==> src/design/iae_pkg.sv <==
// shared types, constants and command/status structs for the indexed array engine
package iae_pkg;

    localparam int DEPTH  = 32;
    localparam int DATA_W = 32;
    localparam int ADDR_W = $clog2(DEPTH);
    localparam int CNT_W  = $clog2(DEPTH + 1);

    typedef enum logic [2:0] {
        REQ_APPEND  = 3'd0,
        REQ_INSERT  = 3'd1,
        REQ_REPLACE = 3'd2,
        REQ_GET     = 3'd3,
        REQ_DELETE  = 3'd4,
        REQ_FIND    = 3'd5
    } t_req;

    typedef enum logic [1:0] {
        ST_OK       = 2'd0,
        ST_RANGE    = 2'd1,
        ST_FULL     = 2'd2,
        ST_NOTFOUND = 2'd3
    } t_status;

    typedef struct packed {
        logic    load;
        logic    wr_word;
        logic    rd;
        logic    wr_shift;
        logic    ptr_init;
        logic    ptr_step;
        logic    cnt_inc;
        logic    cnt_dec;
        logic    res_load;
        t_status code;
    } t_dp_cmd;

    typedef struct packed {
        t_status    chk;
        logic [2:0] req;
        logic       more;
        logic       match;
        logic       out_busy;
    } t_dp_stat;

endpackage

==> src/design/iae_ctrl.sv <==
// controller state machine: sequences checks, shift loops and search loops
module iae_ctrl (
    input  logic              i_clk,
    input  logic              i_rst_n,
    input  logic              i_valid,
    output logic              o_ready,
    input  iae_pkg::t_dp_stat i_stat,
    output iae_pkg::t_dp_cmd  o_cmd
);
    import iae_pkg::*;

    typedef enum logic [2:0] {
        S_IDLE,
        S_CHECK,
        S_LOOP,
        S_STEP,
        S_FINISH
    } t_state;

    t_state  r_state, n_state;
    t_status r_code, n_code;

    assign o_ready = (r_state == S_IDLE);

    always_comb begin
        n_state = r_state;
        n_code  = r_code;
        o_cmd   = '0;
        o_cmd.code = r_code;
        case (r_state)
            S_IDLE: begin
                if (i_valid) begin
                    o_cmd.load = 1'b1;
                    n_state    = S_CHECK;
                end
            end
            S_CHECK: begin
                n_code  = i_stat.chk;
                n_state = S_FINISH;
                if (i_stat.chk == ST_OK) begin
                    case (i_stat.req)
                        REQ_APPEND: begin
                            o_cmd.wr_word = 1'b1;
                            o_cmd.cnt_inc = 1'b1;
                        end
                        REQ_REPLACE: o_cmd.wr_word = 1'b1;
                        REQ_GET:     o_cmd.rd      = 1'b1;
                        REQ_INSERT, REQ_DELETE, REQ_FIND: begin
                            o_cmd.ptr_init = 1'b1;
                            n_state        = S_LOOP;
                        end
                        default: ;
                    endcase
                end
            end
            S_LOOP: begin
                if (i_stat.more) begin
                    o_cmd.rd = 1'b1;
                    n_state  = S_STEP;
                end else begin
                    n_state = S_FINISH;
                    case (i_stat.req)
                        REQ_INSERT: begin
                            o_cmd.wr_word = 1'b1;
                            o_cmd.cnt_inc = 1'b1;
                        end
                        REQ_DELETE: o_cmd.cnt_dec = 1'b1;
                        REQ_FIND:   n_code = ST_NOTFOUND;
                        default: ;
                    endcase
                end
            end
            S_STEP: begin
                if (i_stat.req == REQ_FIND && i_stat.match) begin
                    n_state = S_FINISH;
                end else begin
                    o_cmd.wr_shift = (i_stat.req != REQ_FIND);
                    o_cmd.ptr_step = 1'b1;
                    n_state        = S_LOOP;
                end
            end
            S_FINISH: begin
                // hold the result until the output register can take it
                if (!i_stat.out_busy) begin
                    o_cmd.res_load = 1'b1;
                    n_state        = S_IDLE;
                end
            end
            default: n_state = S_IDLE;
        endcase
    end

    always_ff @(posedge i_clk) begin
        if (!i_rst_n) begin
            r_state <= S_IDLE;
            r_code  <= ST_OK;
        end else begin
            r_state <= n_state;
            r_code  <= n_code;
        end
    end

endmodule

==> src/design/iae_datapath.sv <==
// datapath: entry memory, length count, scan pointer and result register
module iae_datapath (
    input  logic                          i_clk,
    input  logic                          i_rst_n,
    input  logic [2:0]                    i_req_type,
    input  logic signed [31:0]            i_value,
    input  logic [5:0]                    i_index,
    input  iae_pkg::t_dp_cmd              i_cmd,
    output iae_pkg::t_dp_stat             o_stat,
    output logic                          o_valid,
    input  logic                          i_ready,
    output logic [1:0]                    o_status,
    output logic signed [31:0]            o_read_value,
    output logic [4:0]                    o_found_index,
    output logic [5:0]                    o_length
);
    import iae_pkg::*;

    logic [DATA_W-1:0] r_mem [DEPTH];
    logic [DATA_W-1:0] r_rdata;

    logic [2:0]        r_req;
    logic [DATA_W-1:0] r_word;
    logic [CNT_W-1:0]  r_idx;
    logic [CNT_W-1:0]  r_count;
    logic [CNT_W-1:0]  r_ptr;

    logic              r_out_valid;
    t_status           r_status;
    logic [DATA_W-1:0] r_read_value;
    logic [ADDR_W-1:0] r_found;
    logic [CNT_W-1:0]  r_length;

    t_status           chk;
    logic [ADDR_W-1:0] waddr;
    logic [DATA_W-1:0] wdata;
    logic              we;
    logic [ADDR_W-1:0] raddr;
    logic [CNT_W:0]    ptr_inc;

    assign ptr_inc = {1'b0, r_ptr} + 1'b1;

    // range check comes before the full check
    always_comb begin
        chk = ST_OK;
        case (r_req)
            REQ_APPEND: if (r_count >= CNT_W'(DEPTH)) chk = ST_FULL;
            REQ_INSERT: begin
                if (r_idx > r_count)                chk = ST_RANGE;
                else if (r_count >= CNT_W'(DEPTH))  chk = ST_FULL;
            end
            REQ_REPLACE, REQ_GET, REQ_DELETE: if (r_idx >= r_count) chk = ST_RANGE;
            default: ;
        endcase
    end

    always_comb begin
        o_stat          = '0;
        o_stat.chk      = chk;
        o_stat.req      = r_req;
        o_stat.match    = (r_rdata == r_word);
        o_stat.out_busy = r_out_valid && !i_ready;
        case (r_req)
            REQ_INSERT: o_stat.more = (r_ptr > r_idx);
            REQ_DELETE: o_stat.more = (ptr_inc < {1'b0, r_count});
            REQ_FIND:   o_stat.more = (r_ptr < r_count);
            default:    o_stat.more = 1'b0;
        endcase
    end

    // write port: new word at the end or at the index, or a shifted entry at the pointer
    always_comb begin
        we    = i_cmd.wr_word || i_cmd.wr_shift;
        wdata = i_cmd.wr_shift ? r_rdata : r_word;
        if (i_cmd.wr_shift)
            waddr = r_ptr[ADDR_W-1:0];
        else if (r_req == REQ_APPEND)
            waddr = r_count[ADDR_W-1:0];
        else
            waddr = r_idx[ADDR_W-1:0];
    end

    // read port: index for get, neighbor for shifts, pointer for search
    always_comb begin
        case (r_req)
            REQ_INSERT: raddr = ADDR_W'(r_ptr - 1'b1);
            REQ_DELETE: raddr = ptr_inc[ADDR_W-1:0];
            REQ_FIND:   raddr = r_ptr[ADDR_W-1:0];
            default:    raddr = r_idx[ADDR_W-1:0];
        endcase
    end

    always_ff @(posedge i_clk) begin
        if (we)
            r_mem[waddr] <= wdata;
        if (i_cmd.rd)
            r_rdata <= r_mem[raddr];
    end

    always_ff @(posedge i_clk) begin
        if (i_cmd.load) begin
            r_req  <= i_req_type;
            r_word <= i_value[DATA_W-1:0];
            r_idx  <= i_index;
        end
        if (i_cmd.ptr_init) begin
            case (r_req)
                REQ_INSERT: r_ptr <= r_count;
                REQ_DELETE: r_ptr <= r_idx;
                default:    r_ptr <= '0;
            endcase
        end else if (i_cmd.ptr_step) begin
            if (r_req == REQ_INSERT)
                r_ptr <= r_ptr - 1'b1;
            else
                r_ptr <= ptr_inc[CNT_W-1:0];
        end
        if (i_cmd.res_load) begin
            r_status     <= i_cmd.code;
            r_length     <= r_count;
            r_read_value <= (r_req == REQ_GET && i_cmd.code == ST_OK) ? r_rdata : '0;
            r_found      <= (r_req == REQ_FIND && i_cmd.code == ST_OK) ?
                            r_ptr[ADDR_W-1:0] : '0;
        end
    end

    always_ff @(posedge i_clk) begin
        if (!i_rst_n) begin
            r_count     <= '0;
            r_out_valid <= 1'b0;
        end else begin
            if (i_cmd.cnt_inc)
                r_count <= r_count + 1'b1;
            else if (i_cmd.cnt_dec)
                r_count <= r_count - 1'b1;
            if (i_cmd.res_load)
                r_out_valid <= 1'b1;
            else if (i_ready)
                r_out_valid <= 1'b0;
        end
    end

    assign o_valid       = r_out_valid;
    assign o_status      = r_status;
    assign o_read_value  = r_read_value;
    assign o_found_index = r_found;
    assign o_length      = r_length;

endmodule

==> src/design/indexed_array_engine_core.sv <==
// top level of the indexed array engine: controller plus datapath
// one word at a time; append, replace, get, unused codes and refused words pass through a check
// state and a finish state after acceptance; insert, delete and find also run a loop of a read
// state and a step state for each entry moved or compared, and find stops at the first match
// the entry memory has one read and one write port, so each step of a shift or search reads an
// entry, then writes or compares it; the next word is taken once the result is registered
// synchronous active-low reset clears the length and the output valid; entries are not cleared
module indexed_array_engine_core (
    input  logic               i_clk,
    input  logic               i_rst_n,
    input  logic               i_valid,
    output logic               o_ready,
    input  logic [2:0]         i_req_type,
    input  logic signed [31:0] i_value,
    input  logic [5:0]         i_index,
    output logic               o_valid,
    input  logic               i_ready,
    output logic [1:0]         o_status,
    output logic signed [31:0] o_read_value,
    output logic [4:0]         o_found_index,
    output logic [5:0]         o_length
);
    import iae_pkg::*;

    t_dp_cmd  cmd;
    t_dp_stat stat;

    iae_ctrl u_ctrl (
        .i_clk   (i_clk),
        .i_rst_n (i_rst_n),
        .i_valid (i_valid),
        .o_ready (o_ready),
        .i_stat  (stat),
        .o_cmd   (cmd)
    );

    iae_datapath u_dp (
        .i_clk         (i_clk),
        .i_rst_n       (i_rst_n),
        .i_req_type    (i_req_type),
        .i_value       (i_value),
        .i_index       (i_index),
        .i_cmd         (cmd),
        .o_stat        (stat),
        .o_valid       (o_valid),
        .i_ready       (i_ready),
        .o_status      (o_status),
        .o_read_value  (o_read_value),
        .o_found_index (o_found_index),
        .o_length      (o_length)
    );

    // one word in flight: no new word right after one is taken
    a_one_in_flight: assert property (@(posedge i_clk) disable iff (!i_rst_n)
        (i_valid && o_ready) |=> !o_ready)
        else $error("word accepted while another is in flight");

    a_length_bound: assert property (@(posedge i_clk) disable iff (!i_rst_n)
        o_valid |-> (o_length <= 6'(DEPTH)))
        else $error("reported length exceeds depth");

    a_err_zero: assert property (@(posedge i_clk) disable iff (!i_rst_n)
        (o_valid && o_status != ST_OK) |-> (o_read_value == '0 && o_found_index == '0))
        else $error("failed request reports nonzero data");

    // a result is only loaded when the output register is free
    a_no_overwrite: assert property (@(posedge i_clk) disable iff (!i_rst_n)
        (o_valid && !i_ready) |-> !cmd.res_load)
        else $error("pending result overwritten");

endmodule

==> config.mk <==
export PLATFORM = sky130hd
export DESIGN_NAME = indexed_array_engine_core
export DESIGN_NICKNAME = d
export VERILOG_FILES = /design/src/design/iae_pkg.sv /design/src/design/iae_ctrl.sv /design/src/design/iae_datapath.sv /design/src/design/indexed_array_engine_core.sv
export SDC_FILE = /design/constraint.sdc
export NUM_CORES = 1
export LEC_CHECK = 0
export ABC_AREA = 1
export BUFFER_PORTS_ARGS = -buffer_cell sky130_fd_sc_hd__buf_2
export CAP_MARGIN = 15
export CELL_PAD_IN_SITES_DETAIL_PLACEMENT = 1
export CELL_PAD_IN_SITES_GLOBAL_PLACEMENT = 1
export CORE_MARGIN = 8
export CORE_UTILIZATION = 50
export CTS_BUF_LIST = sky130_fd_sc_hd__clkbuf_2
export DETAILED_ROUTE_END_ITERATION = 12
export PLACE_DENSITY = 0.75
export SYNTH_ARGS = -nofsm -noshare
export SYNTH_HDL_FRONTEND = slang
export SYNTH_SLANG_ARGS = --single-unit
==> constraint.sdc <==
create_clock -name i_clk -period 5.2 [get_ports i_clk]
set_input_delay 0.52 -clock i_clk [delete_from_list [all_inputs] [get_ports i_clk]]
set_output_delay 0.52 -clock i_clk [all_outputs]
set_load 0.01 [all_outputs]
==> flow_summary.ini, run 1 <==
[place]
place_congestion = 0.872
dp_hpwl_um = 87900
port_buffers = 91

[clocking]
cts.repair.resized = 0
clk_pin_slew_ns = 0.11
cts_made_buffers = 316
cts_root_buffer = clkbuf_2
cts_max_level = 5
cts_sinks = 1160
insertion_delay_ns = 1.65
cts_setup_buffers = 0
cts-hold-fix-buffers = 88
clockBufferDepth = 4
cts_tree = yes

[die]
placementRows = 114
io_pins = 92
start_util = 0.503
die_area_mm2 = 0.107
design.core.area_mm2 = 0.0963
die_width_um = 327
fp.dieH_um = 327

[timing]
slew_viol_final = 0
fin_crit_sh = 0.890
whs_ns = 0.254
grt_setup_unrepaired = false
finalHoldViolCount = 0
max_freq_mhz = 216
slew_headroom = 0.184
post-route-min-period_ns = 4.63
tightest_slew_ns = 1.22
skew_ns = 0.207
fin_tns_setup_ns = 0
setup_viol = 0

[pwr]
p_clk_frac = 0.296
p_switching_mw = 6.97
power.total_mw = 21.1
pwr-share-comb = 0.199
vdd_ir_drop_max_uv = 236
p_leak_nw = 20.3
p_int_mw = 14.2
powerDensity_mw_per_mm2 = 387
seq_power_share = 0.505
p_sw_frac = 0.330

[layout]
syn_to_final_growth_pct = 12.7
nNetsFinal = 4542
nFillCells = 10200
final_common_cell = edfxtp_1
final_cell_mix = 1148 x edfxtp_1, 1079 x nand2_1, 434 x clkbuf_2
drive_gt1_frac = 0.185

[global_routing]
grt_max_degree = 181
grt_overflow = 0
grt_pass1_wl_um = 225000
grt_pass1_vias = 36300
antenna_found_initial = 6
grtUsageTotal = 0.277

[synthesis]
avgSynthCellArea_um2 = 11.8
synth-seq-cells = 1160
yosysSeqAreaShare = 0.717
syn_area_mm2 = 0.0484
synth_cell_type_count = 39
syn_inst = 4100
yosysWarningCount = 0
synth_nets = 4175

[drt]
via_per_inst = 5.77
drtPass1Iterations = 5
vias = 34300
wire_per_inst_um = 25.5
ant_nets = 0
drc_errors = 0
drt_iter0_markers = 3138
wl_um = 151000

[min_path]
hp-class = input port to flop
hold_start = i_value[6]

[critical_path]
r2r_start = u_dp.r_ptr[0]$_DFFE_PP_
path_class = flop to flop
arrival_ns = 5.77
crit_path_start_kind = flop
crit_fanout = 19
critPathLaunch = u_dp.r_ptr[0]$_DFFE_PP_
crit_required_ns = 6.34
cp-end-kind = flop

[flow_run]
maxCapViolCount = 0

[outcome]
status = complete, no violations
power groups by stage:
stage / combinational (mW) / clock (mW) / sequential [mW]
after detailed placement: 4.08 / 0 / 10.9
after CTS: 4.15 / 6.35 / 10.7
after floorplan: 2.47 / 0 / 10.9
final: 4.20 / 6.25 / 10.7
after global placement: 3.95 / 0 / 10.9
after global routing: 4.53 / 6.76 / 10.7
per-layer routing:
| layer | GRT usage | vias up | share of wire |
|---|---|---|---|
| met3 | 0.0493 | 299 | 0.073 |
| met2 | 0.464 | 1475 | 0.49 |
| met5 | 0 | - | 0 |
| li1 | - | 15200 | - |
| met4 | 0.0998 | 0 | 0.029 |
| met1 | 0.363 | 17300 | 0.41 |
worst max-delay path: stages (launching register included):
cell	delay, ns
edfxtp_1	0.61
inv_1	0.22
ha_1	0.39
ha_1	0.29
nand3_1	0.08
nand2_1	0.06
nand2_1	0.05
nand2_1	0.05
nand2_1	0.06
nand2_1	0.07
nand4_1	0.23
nand3_1	0.33
nand3_1	0.47
nor2_4	0.93
buf_4	0.40
state kept, by name, indices dropped and copies added (netlist names):
signal / cells
u_dp.o_found_index: 5
u_dp.o_read_value: 32
u_dp.r_rdata: 32
u_dp.r_ptr: 6
u_dp.r_word: 32
u_dp.r_mem: 1024
u_dp.r_req: 3
u_ctrl.r_state: 3
u_dp.o_valid: 1
u_dp.r_idx: 6
u_ctrl.r_code: 2
u_dp.o_length: 6
u_dp.r_count: 6
u_dp.o_status: 2
synthesized netlist by cell type (all sizes together):
| cell | instances | area (µm²) |
|---|---|---|
| nor4 | 1 | 6.26 |
| inv | 136 | 510 |
| nor3b | 1 | 7.51 |
| nand2 | 1081 | 4060 |
| and2 | 1 | 6.26 |
| clkinv | 1 | 3.75 |
| xor2 | 16 | 140 |
| o21bai | 1 | 7.51 |
| a211oi | 1 | 7.51 |
| edfxtp | 1148 | 34500 |
| o22ai | 8 | 50.1 |
| o21ai | 217 | 1090 |
| clkbuf | 51 | 191 |
| buf | 183 | 1000 |
| xnor2 | 22 | 193 |
| a21oi | 22 | 110 |
| ha | 29 | 363 |
| fa | 1 | 20.0 |
| nor3 | 11 | 55.1 |
| o21a | 1 | 7.51 |
| nand3 | 413 | 2070 |
| or2 | 128 | 801 |
| dfxtp | 12 | 240 |
| nand4 | 9 | 56.3 |
| o211ai | 165 | 1240 |
| a221oi | 1 | 8.76 |
| nor2 | 436 | 1670 |
| o2111ai | 1 | 8.76 |
| a31oi | 3 | 18.8 |
kinds of logic after synthesis:
logic type	count (synthesis)	share of synthesized area
xor gates and xnor gates	38	0.00687
DFF	1160	0.717
and+or+nand+nor	2081	0.180
AOI/OAI and AO/OA	420	0.0527
buffers and inverters	371	0.0353
adders and majority gates	30	0.00791
cell type report:
cell class	count	area, µm²	area share
inverter	137	528	0.00968
clock buffer	434	2170	0.0398
tap	1276	1600	0.0293
clock inverter	81	455	0.00835
sequential	1160	34700	0.636
timing repair buffer	283	2430	0.0445
multi-input combinational	2569	12600	0.232
antenna	6	15.0	0.000275
stage by stage:
| step | utilization | cells | worst slack (ns) | area (µm²) |
|---|---|---|---|---|
| after CTS | 0.565 | 5936 | 0.568 | 54400 |
| after detailed placement | 0.529 | 5333 | 0.646 | 50900 |
| after global placement | 0.528 | 5330 | 0.892 | 50800 |
| final | 0.567 | 5946 | 0.572 | 54500 |
| after global routing | 0.567 | 5945 | 0.332 | 54500 |
| after floorplan | - | 4100 | 1.16 | 48400 |
worst paths after layout:
check	end	slack (ns)	cells after the start
worst min register to register	u_dp.o_status[1]$_DFFE_PP_	0.46	0
worst max register to register	u_dp.r_mem[15][30]$_DFFE_PP_	0.57	14
worst max-delay path	u_dp.r_mem[15][30]$_DFFE_PP_	0.57	14
worst min-delay path	u_dp.r_word[6]$_DFFE_PP_	0.25	3
No activity file was read; power rests on OpenSTA's default activity.
==> run 2: changes to the inputs <==
ABC_AREA = unset   (was 1)
PLACE_DENSITY = 0.72   (was 0.75)
==> run 2 against run 1 <==
Against the previous run:
- utilization hardly changed
- area after synthesis is 2.9% lower
- routed wire length is 6.3% lower
- sequential power hardly changed
- non-clock buffer count is 12 higher
- count of clock-buffer cells in the layout is 12 higher
- sequential share of layout area is 2.1 points higher
- setup slack better by 0.055 ns
- maximum frequency is 1.2% higher
- critical endpoint is now u_dp.r_rdata[27]$_DFFE_PP_
==> flow_summary.ini, run 2 <==
[die]
fp.dieH_um = 323
placementRows = 112
die_width_um = 323
io_pins = 92
die_area_mm2 = 0.104
design.core.area_mm2 = 0.0932
start_util = 0.504

[synthesis]
yosysTopAreaCell = edfxtp_1
synth-seq-cells = 1160
synth_cell_type_count = 71
synth_edf_count = 1148
synth_area_leaders = edfxtp_1 73%, mux2i_1 4.3%, nand2_1 3.4%
syn_area_mm2 = 0.0470
synth.top_cell.area_share = 0.733
yosysWarningCount = 0
synth_flop_cell = edfxtp_1
yosysSeqAreaShare = 0.739
async_flop_share = 0
avgSynthCellArea_um2 = 15.0
syn_inst = 3130
synth.most_common_cell = edfxtp_1
synth_common_cells = 1148 x edfxtp_1, 428 x nand2_1, 206 x a21oi_1
synth_nets = 3205

[clocking]
insertion_delay_ns = 1.56
cts_tree = yes
cts_made_buffers = 310
cts.repair.resized = 0
cts_root_buffer = clkbuf_2
cts_max_level = 5
cts-hold-fix-buffers = 89
clockBufferDepth = 4
clk_pin_slew_ns = 0.13
cts_setup_buffers = 0
cts_sinks = 1160

[min_path]
hp-class = input port to flop
holdPathStages = 3

[timing]
max_freq_mhz = 219
skew_ns = 0.168
slew_headroom = 0.208
fin_tns_setup_ns = 0
finalHoldViolCount = 0
fin_crit_sh = 0.880
grt_setup_unrepaired = false
post-route-min-period_ns = 4.57
whs_ns = 0.176
finalWorstSetupSlack_ns = 0.626
tightest_slew_ns = 1.19
slew_viol_final = 0
setup_viol = 0

[global_routing]
grt_overflow = 0
antenna_found_initial = 5
grt_max_degree = 130
grtUsageTotal = 0.267
grt_pass1_vias = 32100
grt_pass1_wl_um = 206000

[place]
port_buffers = 91
place_congestion = 0.890
dpl_worst_slack_ns = 0.776
place_area_mm2 = 0.0493
dp_hpwl_um = 84100

[drt]
ant_nets = 0
drc_errors = 0
via_per_inst = 6.16
drtPass1Iterations = 8
wl_um = 142000
drt_iter0_markers = 2824
wire_per_inst_um = 28.6
vias = 30600

[pwr]
p_sw_frac = 0.281
p_switching_mw = 5.35
pwr-share-comb = 0.124
vdd_ir_drop_max_uv = 204
p_clk_frac = 0.324
p_int_mw = 13.7
seq_power_share = 0.552
p_leak_nw = 18.7
powerDensity_mw_per_mm2 = 360

[layout]
largest-register = u_dp.r_mem
largest_reg_flops = 1024
nFillCells = 9029
drive_gt1_frac = 0.206
final_core_util = 0.567
stdcell_area_mm2 = 0.0528
final_cell_mix = 1148 x edfxtp_1, 446 x clkbuf_2, 428 x nand2_1
final_common_cell = edfxtp_1
syn_to_final_growth_pct = 12.4
nNetsFinal = 3598

[critical_path]
crit_fanout = 17
cp-end-kind = flop
path_class = flop to flop
crit_required_ns = 6.32
worstRegToRegCells = 12
crit_path_start_kind = flop
arrival_ns = 5.69

[outcome]
status = complete, no violations

[flow_run]
maxCapViolCount = 0
## run 2: cell count changes after synthesis, moves of 62 or more
cell | previous run | this run
a211oi_1 | 1 | 64
a21o_1 | 0 | 68
a21oi_1 | 22 | 206
a22oi_1 | 0 | 97
buf_2 | 151 | 64
inv_1 | 132 | 22
mux2i_1 | 0 | 200
nand2_1 | 1080 | 428
nand3_1 | 413 | 80
nand4_1 | 9 | 71
nor2_1 | 432 | 43
o211ai_1 | 165 | 2
o21ai_0 | 213 | 12
or2_2 | 128 | 4
## run 2: power by group through the flow
stage / registers [mW] / clock network, mW / logic (mW)
after floorplan: 10.7 / 0 / 1.49
after global placement: 10.7 / 0 / 2.17
after detailed placement: 10.7 / 0 / 2.27
after CTS: 10.5 / 6.26 / 2.34
after global routing: 10.5 / 6.69 / 2.51
final: 10.5 / 6.16 / 2.36
## run 2: per-stage QoR
step	cells	total power [mW]
floorplan	3130	12.2
global placement	4374	12.9
detailed placement	4374	13.0
CTS	4956	19.1
global route	4966	19.7
finish	4966	19.0
## run 2: routing by layer
metal | up-vias | wire length [µm] | global-route usage
met1 | 15700 | 56300 | 0.342
met4 | 2 | 5860 | 0.124
li1 | 13100 | - | -
met3 | 365 | 10600 | 0.0494
met5 | - | 16 | 0
met2 | 1433 | 69100 | 0.444
## run 2: cells by family (layout without fill, tap and decap cells)
kind of cell             after synthesis  in the layout  synth area share
flip-flops                          1160           1160             0.739
AND/OR/NAND/NOR                      764            764            0.0743
AO/OA/AOI/OAI                        659            659            0.0961
multiplexers                         236            236            0.0512
buffers and inverters                236            810            0.0233
XOR/XNOR                              45             45           0.00839
adder cells (fa/ha/maj)               30             30           0.00815
other                                  0              8                 0
## run 2: worst paths after layout
kind         slack [ns]                    endpoint                          from
min reg2reg        0.54  u_dp.o_length[5]$_DFFE_PP_  u_dp.r_count[5]$_SDFFE_PN0P_
max                0.63  u_dp.r_rdata[27]$_DFFE_PP_       u_dp.r_ptr[0]$_DFFE_PP_
min                0.18    u_dp.r_word[0]$_DFFE_PP_                       i_valid
max reg2reg        0.63  u_dp.r_rdata[27]$_DFFE_PP_       u_dp.r_ptr[0]$_DFFE_PP_
## run 2: layout make-up
type                            instances  area, µm²  area share
Multi-Input combinational cell       1734      11500       0.218
Clock buffer                          446       2230      0.0423
Inverter                               22       82.6     0.00156
Sequential cell                      1160      34700       0.657
Clock inverter                         47        314     0.00594
Timing Repair Buffer                  295       2400      0.0454
Tap cell                             1254       1570      0.0297
Antenna cell                            8       20.0    0.000379
## run 2: critical path, cell delays in order (launching register included)
cell	delay (ns)
edfxtp_1	0.58
inv_1	0.28
ha_1	0.36
nor4b_2	0.30
xnor2_1	0.15
a221oi_4	0.25
buf_4	0.32
or2_2	0.65
buf_4	0.38
buf_4	0.19
o22ai_1	0.07
nor4_1	0.57
a31oi_1	0.16
